### src/hdl/sgm_isqrt.sv
`default_nettype none
// ----------------------------------------------------------------------------
// sgm_isqrt
// Pipelined floor square root of ax*ax + ay*ay: one squaring stage, one
// sum stage, then one restoring root digit per stage.
// ----------------------------------------------------------------------------
module sgm_isqrt #(
    parameter int AW = 10
) (
    input  wire logic          aclk,
    input  wire logic          ce,
    input  wire logic [AW-1:0] ax,
    input  wire logic [AW-1:0] ay,
    output logic [AW:0]        root
);
    localparam int RW   = AW + 1;
    localparam int SQW  = 2 * AW;
    localparam int RADW = 2 * RW;
    localparam int REMW = RW + 3;

    logic [SQW-1:0]  sqx_reg;
    logic [SQW-1:0]  sqy_reg;
    logic [RADW-1:0] rad_reg;
    logic [REMW-1:0] rem_reg  [RW];
    logic [RW-1:0]   root_reg [RW];
    logic [RADW-1:0] rads_reg [RW];

    // squares, then their sum
    always_ff @(posedge aclk) begin
        if (ce) begin
            sqx_reg <= ax * ax;
            sqy_reg <= ay * ay;
            rad_reg <= RADW'(sqx_reg) + RADW'(sqy_reg);
        end
    end

    // one root digit per stage, two radicand bits consumed each time
    for (genvar i = 0; i < RW; i++) begin : g_digit
        logic [REMW-1:0] in_rem;
        logic [RW-1:0]   in_root;
        logic [RADW-1:0] in_rad;
        logic [REMW-1:0] rem_sh;
        logic [REMW-1:0] trial;
        logic [REMW-1:0] rem_next;
        logic [RW-1:0]   root_next;

        if (i == 0) begin : g_first
            assign in_rem  = '0;
            assign in_root = '0;
            assign in_rad  = rad_reg;
        end else begin : g_chain
            assign in_rem  = rem_reg[i-1];
            assign in_root = root_reg[i-1];
            assign in_rad  = rads_reg[i-1];
        end

        always_comb begin
            rem_sh = {in_rem[REMW-3:0], in_rad[RADW-1:RADW-2]};
            trial  = REMW'({in_root, 2'b01});
            if (rem_sh >= trial) begin
                rem_next  = rem_sh - trial;
                root_next = {in_root[RW-2:0], 1'b1};
            end else begin
                rem_next  = rem_sh;
                root_next = {in_root[RW-2:0], 1'b0};
            end
        end

        always_ff @(posedge aclk) begin
            if (ce) begin
                rem_reg[i]  <= rem_next;
                root_reg[i] <= root_next;
                rads_reg[i] <= in_rad << 2;
            end
        end
    end

    assign root = root_reg[RW-1];

endmodule
`default_nettype wire

### config.mk
export PLATFORM = sky130hd
export DESIGN_NAME = sgm_isqrt
export DESIGN_NICKNAME = d
export VERILOG_FILES = /design/src/hdl/sgm_isqrt.sv
export SDC_FILE = /design/constraint.sdc
export NUM_CORES = 1
export LEC_CHECK = 0
export BUFFER_PORTS_ARGS = -buffer_cell sky130_fd_sc_hd__buf_2
export CAP_MARGIN = 20
export CELL_PAD_IN_SITES_DETAIL_PLACEMENT = 1
export CELL_PAD_IN_SITES_GLOBAL_PLACEMENT = 1
export CORE_MARGIN = 2
export CORE_UTILIZATION = 53
export CTS_CLUSTER_SIZE = 16
export DETAILED_ROUTE_END_ITERATION = 7
export PLACE_DENSITY = 0.78
export SYNTH_ARGS = -nofsm -noshare
export SYNTH_HDL_FRONTEND = slang
export SYNTH_SLANG_ARGS = --single-unit
### constraint.sdc
create_clock -name aclk -period 5.7 [get_ports aclk]
set_input_delay 0.285 -clock aclk [delete_from_list [all_inputs] [get_ports aclk]]
set_output_delay 0.285 -clock aclk [all_outputs]
set_load 0.02 [all_outputs]
==> results of run 1 <==
cells by family after synthesis:
family	count (synthesis)	share of synthesized area, %
simple gates	446	11.19
other cells	1	0.01796
fa+ha+maj	278	19.97
xor+xnor	115	4.824
compound gates	292	9.241
flops	341	49.04
buf+inv	268	5.028
mux	13	0.6832
area by class of cell:
| class | instances | share of cell area (%) |
|---|---|---|
| multi-input cells | 1145 | 42.16 |
| clock buffers | 46 | 4.312 |
| clock inverters | 23 | 0.7536 |
| well taps | 518 | 2.849 |
| inverters | 236 | 3.894 |
| flip-flops and latches | 341 | 45.02 |
| repair buffers | 38 | 1.018 |
metal layers:
layer / share of wire, % / wire length (um) / GRT usage, %
met5: 0 / 0 / 0
met4: 2.9 / 1227 / 7.117
met3: 1.9 / 801 / 2.215
met2: 55 / 23220 / 41.38
met1: 40 / 16850 / 24.51
layout by cell type (no fill, tap or decap), types with 5 or more instances in the layout:
cell type and count:
nor2_1 99, ha_1 186, nand4_1 19, xor2_1 45
fa_1 92, nand2b_1 12, nand3_1 17, mux2_2 10
clkbuf_16 38, o21bai_1 5, clkbuf_1 8, a21o_1 31
nor3_1 37, o21ai_1 10, a21oi_1 79, nor4_1 14
or3_1 11, a31oi_1 11, nand2_2 7, a211oi_1 12
nor2b_1 27, and2_1 62, clkinv_1 6, nand2_1 98
nor4b_1 6, a21boi_0 5, o21ai_0 52, o21a_1 24
inv_1 236, edfxtp_1 341, buf_2 31, o211ai_1 5
xnor2_1 70, and3_1 11, o31ai_1 7, o21ai_2 7
clkinv_2 8
stage by stage:
| step | cells | hold slack [ns] | utilization, % | setup slack (ns) | area, um^2 |
|---|---|---|---|---|---|
| global route | 2347 | 0.1503 | 58.72 | 0.6712 | 22750 |
| CTS | 2347 | 0.1232 | 58.72 | 0.9300 | 22750 |
| floorplan | 1754 | 0.3839 | - | 0.6495 | 20880 |
| global placement | 2277 | 0.4007 | 55.72 | 0.5428 | 21580 |
| finish | 2347 | 0.1453 | 58.72 | 0.9415 | 22750 |
| detailed placement | 2278 | 0.4055 | 55.75 | 0.3587 | 21590 |
power by group through the flow:
stage          clock, uW  sequential [uW]  combinational [uW]
4_1_cts             2340             3780                4170
5_1_grt             2410             3830                4650
3_3_place_gp           0             3790                3890
2_1_floorplan          0             3720                3100
3_5_place_dp           0             3820                4090
6_report            2280             3770                4120
final timing paths:
check	startpoint	end	slack [ns]	cells past startpoint
worst max-delay path	ay[9]	sqy_reg[17]	0.94	17
worst max register to register	rem_reg[5][0]	rem_reg[6][7]	2.89	7
worst min register to register	rads_reg[6][12]	rads_reg[7][14]	0.42	0
worst min-delay path	ay[0]	sqy_reg[0]	0.15	2
==> flow_summary.yaml, run 1 <==
status:
  status: "completed"
setup_path:
  crit_arrival_ns: 5.04
  crit_chain: "buf_2 -> nand2_1 -> fa_1 -> fa_1 -> inv_1 -> fa_1 -> fa_1 -> inv_1 -> fa_1 -> inv_1 -> ha_1 -> and2_1 -> and3_1 -> a211oi_2 -> o21ai_1 -> a21boi_0 -> xnor2_1"
  setup.worst_path.class: "in -> reg"
  path_buf_inv: 4
  path_delay_family: "adder cells"
  crit_path_max_fanout: 10
  startpoint_type: "input port"
  cp_slowest_cell: "fa_1"
  crit_path_frequent_cell: "fa_1"
  worstPathRequired_ns: 5.98
  worstSetupEndpointType: "register"
  slowest_delay_ns: 0.55
final_layout:
  diodes: 0
  drive_gt1_share_pct: 7.764
  seqCellArea_mm2: 0.01024
  layout.nets: 2100
  fillers: 3999
  multi_input_area_mm2: 0.009589
  largest_reg_flops: 110
  syn_to_final_growth_pct: 8.947
routing:
  drt_iter0_drc: 622
  wl_mm: 42.09
  ant_nets: 0
  vias: 12995
  routed_via_density: 5.537
  first_pass_iters: 5
  drc: 0
  wl_per_cell_um: 17.93
floorplan:
  chipWidth_um: 202.5
  die-area_mm2: 0.04100
  io_pins: 33
  die_h_um: 202.5
  std_cell_rows: 72
  core_area_mm2: 0.03874
  initial_core_util_pct: 53.90
clocking:
  hold_buffers: 0
  htreeDepth: 2
  cts.sinks: 341
  ctsResizeCount: 0
  cts_buffers: 38
  clk_latency_ns: 0.54
  cts_tree: "yes"
  cts_root_buffer: "clkbuf_16"
  postCtsSetupBuffers: 0
  clk_pin_slew_worst_paths_ns: 0.06
  cts.path.max_buffers: 3
placed_design:
  dp_hpwl_mm: 30.95
  io_buffer_count: 32
  gp_congestion: 0.8769
pwr:
  leakage_uw: 0.009682
  p_int_uw: 6543
  switching_share_pct: 35.68
  ir_drop_uv: 263.8
  p_sw_uw: 3630
  power_frac_comb_pct: 40.5
  p_total_uw: 10170
  cellPowerDensity_mw_per_mm2: 447.2
  clockPowerShare_pct: 22.4
  p_seq_share_pct: 37.1
global_routing:
  antenna_found_initial: 0
  track_usage_pct: 21.39
  grt_pass1_wl_mm: 71.44
  grt_max_degree: 162
  gr-total-overflow: 0
  grt_pass1_vias: 14501
logic_synthesis:
  synth_fp_nets: 2054
  ys_seq_elements: 341
  synth_edf_count: 341
  synth_area_leaders: "edfxtp_1, ha_1, fa_1"
  synth_top_area_cell: "edfxtp_1"
  yosys.area.top_type_share_pct: 49.04
  ys_types: 77
  synth-async-reset-ratio_pct: 0
  syn_inst: 1754
  synth_ff_type: "edfxtp_1"
  yosysSeqAreaShare_pct: 49.04
  ys_top_cells_by_count: "edfxtp_1, inv_1, ha_1, nor2_1, nand2_1"
  synthesis.area_mm2: 0.02088
  avgSynthCellArea_um2: 11.90
  yosysWarnings: 0
  yosysMostFrequentCell: "edfxtp_1"
sta:
  skew_ns: 0.01482
  finalSetupTns_ns: 0
  relSlewSlack_pct: 40.56
  rsz0062_at_grt: "no"
  tightest_slew_ns: 0.8916
  fmax_ghz: 0.2101
  setup_viol: 0
  period_minus_slack_ns: 4.759
  timing.final.max_slew_violations: 0
  finalCritPeriodShare_pct: 83.48
  finalHoldViolations: 0
run:
  maxCapViolations: 0
min_path:
  hold_path.class: "in -> reg"
Note: power is estimated with default switching activity, not from simulation.
==> inputs of run 2 (changes only) <==
--- a/config.mk
+++ b/config.mk
@@ -10,10 +10,10 @@
 export CELL_PAD_IN_SITES_DETAIL_PLACEMENT = 1
 export CELL_PAD_IN_SITES_GLOBAL_PLACEMENT = 1
 export CORE_MARGIN = 2
-export CORE_UTILIZATION = 53
+export CORE_UTILIZATION = 48
 export CTS_CLUSTER_SIZE = 16
 export DETAILED_ROUTE_END_ITERATION = 7
-export PLACE_DENSITY = 0.78
+export PLACE_DENSITY = 0.75
 export SYNTH_ARGS = -nofsm -noshare
 export SYNTH_HDL_FRONTEND = slang
 export SYNTH_SLANG_ARGS = --single-unit
==> constraint.sdc (replaced) <==
create_clock -name aclk -period 4.2 [get_ports aclk]
set_input_delay 0.21 -clock aclk [delete_from_list [all_inputs] [get_ports aclk]]
set_output_delay 0.21 -clock aclk [all_outputs]
set_load 0.02 [all_outputs]
==> run 2 against run 1 <==
Combinational power rose by 70%. Sequential share of layout area fell by 2.5 points. Via count grew 3.1%. Worst setup slack worse by 0.86 ns. Sequential power grew 36%. Largest power group unchanged. First-iteration DRC count fell by 7.1%.
==> flow_summary.yaml, run 2 (same netlist as run 1, synthesis figures left out) <==
min_path:
  whs_path_depth: 2
  hold_path.class: "in -> reg"
  holdCritStartpoint: "ay[0]"
setup_path:
  startpoint_type: "input port"
  crit_arrival_ns: 4.39
  crit_path_max_fanout: 7
  r2r-end: "rem_reg[6][7]"
  crit_path_start: "ay[8]"
  reg2reg_from: "root_reg[5][0]"
  reg2reg_depth: 8
  worstSetupEndpointType: "register"
  cp-endpoint: "sqy_reg[18]"
  worstPathRequired_ns: 4.48
  ff2ff_setup_slack_ns: 1.42
  setup.worst_path.class: "in -> reg"
pwr:
  p_total_uw: 15380
  cellPowerDensity_mw_per_mm2: 638.1
  leakage_uw: 0.01028
  ir_drop_uv: 380.3
floorplan:
  io_pins: 33
  die-area_mm2: 0.04518
  chipWidth_um: 212.6
  std_cell_rows: 76
  core_area_mm2: 0.04298
  die_h_um: 212.6
  initial_core_util_pct: 48.58
sta:
  finalHoldViolations: 0
  fmax_ghz: 0.2431
  finalSetupTns_ns: 0
  relSlewSlack_pct: 34.09
  setup_viol: 0
  period_minus_slack_ns: 4.114
  timing.final.max_slew_violations: 0
  finalCritPeriodShare_pct: 97.95
  rsz0062_at_grt: "yes"
  setup_ws_ns: 0.08612
  skew_ns: 0.02689
  tightest_slew_ns: 0.9887
global_routing:
  grt_max_degree: 128
  antenna_found_initial: 0
  track_usage_pct: 20.13
  gr-total-overflow: 0
  grt_pass1_vias: 14999
  grt_pass1_wl_mm: 72.88
clocking:
  clk_latency_ns: 0.54
  cts.path.max_buffers: 3
  cts_tree: "yes"
  clk_pin_slew_worst_paths_ns: 0.07
  cts_root_buffer: "clkbuf_16"
  hold_buffers: 0
  cts.sinks: 341
  htreeDepth: 2
  cts_buffers: 37
routing:
  wl_per_cell_um: 17.42
  ant_nets: 0
  drt_iter0_drc: 578
  routed_via_density: 5.327
  vias: 13393
  first_pass_iters: 5
  wl_mm: 43.80
  drc: 0
placed_design:
  io_buffer_count: 32
  dp_hpwl_mm: 33.54
  gp_congestion: 0.8337
  place_ws_ns: -0.5711
final_layout:
  syn_to_final_growth_pct: 15.44
  largest_reg_flops: 110
  drive_gt1_share_pct: 16.12
  final_common_cell: "edfxtp_1"
  fillers: 4490
  layout.nets: 2201
  layout_common_cells: "edfxtp_1, inv_1, ha_1"
  diodes: 0
status:
  status: "completed"
run:
  maxCapViolations: 0
[run 2: worst min path at each step]
| stage | end | slack, ns |
|---|---|---|
| 6_report | sqy_reg[0] | 0.12 |
| 5_1_grt | sqy_reg[0] | 0.13 |
| 4_1_cts | sqy_reg[0] | 0.09 |
| 3_5_place_dp | rads_reg[3][17] | 0.41 |
| 3_3_place_gp | rads_reg[0][11] | 0.40 |
| 2_1_floorplan | sqx_reg[0] | 0.31 |
[run 2: critical path, cell delays in order]
cell	delay [ns]
clkbuf_4	0.16
and2_4	0.18
fa_1	0.47
fa_1	0.58
inv_2	0.04
fa_1	0.50
inv_1	0.05
fa_1	0.44
ha_1	0.35
ha_4	0.23
a21o_1	0.17
a31o_2	0.25
a2111oi_4	0.37
a21oi_2	0.14
mux2i_1	0.17
nand3_1	0.10
[run 2: power breakdown]
group          switching (uW)  leakage (uW)  internal (uW)
Clock                    1350      0.000591           1930
Sequential                317       0.00327           4790
Combinational            3690       0.00641           3300
Total                    5360        0.0103          10000
[run 2: area by class of cell]
class / instances / area, um^2 / area share [%]
clock buffer: 44 / 973.4 / 4.039
clock inverter: 23 / 256.5 / 1.064
inverter: 236 / 888.4 / 3.686
multi-input combinational: 1145 / 9947 / 41.27
sequential: 341 / 10240 / 42.48
tap: 585 / 732.0 / 3.037
timing repair buffer: 140 / 1066 / 4.423
[run 2: timing repair]
action | 4_1_cts | 5_1_grt
gates resized for setup | 1 | 30
buffers inserted | 0 | 3
pin swaps | 0 | 24
hold endpoints to repair | 0 | 0
endpoints found under the setup margin | 1 | 15
[run 2: metrics by stage]
step	utilization, %	area (um^2)	hold slack [ns]	instances
final	56.08	24100	0.1206	2514
after global routing	56.08	24100	0.1307	2514
after CTS	55.72	23950	0.09338	2511
after detailed placement	52.85	22720	0.4052	2444
after global placement	52.85	22720	0.4010	2444
after floorplan	-	21280	0.3089	1754
[run 2: routing by layer]
layer	vias to the layer above	wire (um)	GRT usage (%)
met5	-	0	0
met4	0	1284	7.041
met3	79	954	2.349
met2	139	24750	40.03
met1	6698	16810	21.71
li1	6477	-	-
==> inputs of run 3 (changes only) <==
--- a/config.mk
+++ b/config.mk
@@ -13,6 +13,7 @@
 export CORE_UTILIZATION = 48
 export CTS_CLUSTER_SIZE = 16
 export DETAILED_ROUTE_END_ITERATION = 7
+export MAX_ROUTING_LAYER = met4
 export PLACE_DENSITY = 0.75
 export SYNTH_ARGS = -nofsm -noshare
 export SYNTH_HDL_FRONTEND = slang
==> run 3 against run 2 <==
First-iteration DRC count decreased by 16%. Register-to-register slack about the same. Worst setup slack got worse by 0.0042 ns. Flip-flop and latch count unchanged. Critical path depth unchanged. Non-clock buffer count unchanged. Via count about the same. Total power about the same.
==> flow_summary.yaml, run 3 (same netlist as run 1, synthesis figures left out) <==
setup_path:
  worstSetupEndpointType: "register"
  r2r-end: "rem_reg[6][7]"
  ff2ff_setup_slack_ns: 1.42
  setup.worst_path.class: "in -> reg"
  crit_arrival_ns: 4.40
  startpoint_type: "input port"
  reg2reg_from: "root_reg[5][0]"
  worstPathRequired_ns: 4.48
  crit_path_max_fanout: 7
  reg2reg_depth: 8
routing:
  wl_per_cell_um: 17.45
  ant_nets: 0
  vias: 13380
  first_pass_iters: 5
  drt_iter0_drc: 486
  wl_mm: 43.87
  routed_via_density: 5.322
  drc: 0
clocking:
  cts.sinks: 341
  clk_pin_slew_worst_paths_ns: 0.07
  clk_latency_ns: 0.54
  cts_tree: "yes"
  htreeDepth: 2
  cts_root_buffer: "clkbuf_16"
  cts.path.max_buffers: 3
  cts_buffers: 37
status:
  status: "completed"
final_layout:
  largest_reg_flops: 110
  layoutNonFillerInstCount: 2514
  layout.nets: 2201
  diodes: 0
  final_area_mm2: 0.02410
  syn_to_final_growth_pct: 15.44
  drive_gt1_share_pct: 16.12
  fillers: 4490
  final_common_cell: "edfxtp_1"
  layout_common_cells: "edfxtp_1, inv_1, ha_1"
pwr:
  p_sw_uw: 5356
  clockPowerShare_pct: 21.3
  p_seq_share_pct: 33.2
  p_int_uw: 10020
  power_frac_comb_pct: 45.5
  cellPowerDensity_mw_per_mm2: 638.0
  leakage_uw: 0.01028
  ir_drop_uv: 381.2
  switching_share_pct: 34.83
min_path:
  whs_path_depth: 2
  holdPathEnd: "sqy_reg[0]"
  holdCritStartpoint: "ay[0]"
  hold_path.class: "in -> reg"
sta:
  setup_viol: 0
  finalSetupTns_ns: 0
  tightest_slew_ns: 1.000
  period_minus_slack_ns: 4.118
  rsz0062_at_grt: "yes"
  skew_ns: 0.02320
  timing.final.max_slew_violations: 0
  hold_ws_ns: 0.1193
  relSlewSlack_pct: 33.33
  finalHoldViolations: 0
  fmax_ghz: 0.2428
  finalCritPeriodShare_pct: 98.05
global_routing:
  gr-total-overflow: 0
  antenna_found_initial: 0
  track_usage_pct: 20.73
  grt_pass1_vias: 14995
  grt_max_degree: 128
  grt_pass1_wl_mm: 72.86
floorplan:
  chipWidth_um: 212.6
  die-area_mm2: 0.04518
  io_pins: 33
  initial_core_util_pct: 48.58
  std_cell_rows: 76
  core_area_mm2: 0.04298
  die_h_um: 212.6
placed_design:
  io_buffer_count: 32
  dp_hpwl_mm: 33.54
  gp_congestion: 0.8465
  dp.cells: 2444
  placed_cell_area_mm2: 0.02272
run:
  maxCapViolations: 0
run 3: cell counts in the layout (fill, tap and decap cells not counted):
Identical to the previous run, type by type.
run 3: power by group through the flow:
stage	combinational, uW	clock [uW]	sequential, uW
final	6990	3280	5110
after global routing	7780	3470	5170
after CTS	6850	3360	5120
after detailed placement	6760	0	5180
after global placement	6360	0	5130
after floorplan	4640	0	5040
run 3: worst max path at each step:
stage,from,to,slack [ns]
2_1_floorplan,ay[8],sqy_reg[18],-0.29
3_3_place_gp,ay[5],sqy_reg[18],-0.35
3_5_place_dp,ay[2],sqy_reg[18],-0.57
4_1_cts,ay[2],sqy_reg[18],0.01
5_1_grt,ay[8],sqy_reg[18],-0.09
6_report,ay[8],sqy_reg[18],0.08
run 3: repair_timing:
item,in CTS,in global routing
hold buffers,0,0
setup buffers,0,3
setup endpoints to repair,1,15
gates cloned,0,0
pin swaps,0,24
gates resized for setup,1,30
run 3: final cells by class:
type / count / area (um^2) / share of cell area, %
clock buffer: 44 / 973.4 / 4.039
tap: 585 / 732.0 / 3.037
timing repair buffer: 140 / 1066 / 4.423
clock inverter: 23 / 256.5 / 1.064
sequential: 341 / 10240 / 42.48
inverter: 236 / 888.4 / 3.686
multi-input combinational: 1145 / 9947 / 41.27
run 3: worst max-delay path: stages:
cell,delay [ns]
clkbuf_4,0.16
and2_4,0.18
fa_1,0.47
fa_1,0.58
inv_2,0.04
fa_1,0.50
inv_1,0.05
fa_1,0.44
ha_1,0.35
ha_4,0.23
a21o_1,0.17
a31o_2,0.25
a2111oi_4,0.37
a21oi_2,0.14
mux2i_1,0.17
nand3_1,0.10
run 3: per-layer routing:
metal / vias to the layer above / GRT usage (%) / part of all wire (%)
met5: - / - / 0
met4: 0 / 7.041 / 2.8
met3: 76 / 2.349 / 2.0
met2: 138 / 40.04 / 57
met1: 6687 / 21.70 / 38
li1: 6479 / - / -
run 3: metrics by stage:
step                util, %  power [uW]  worst slack [ns]
finish                56.08       15380           0.08195
global route          56.08       16420          -0.08530
CTS                   55.72       15330           0.01455
detailed placement    52.85       11950           -0.5711
global placement      52.85       11480           -0.3545
floorplan                 -        9685           -0.2895
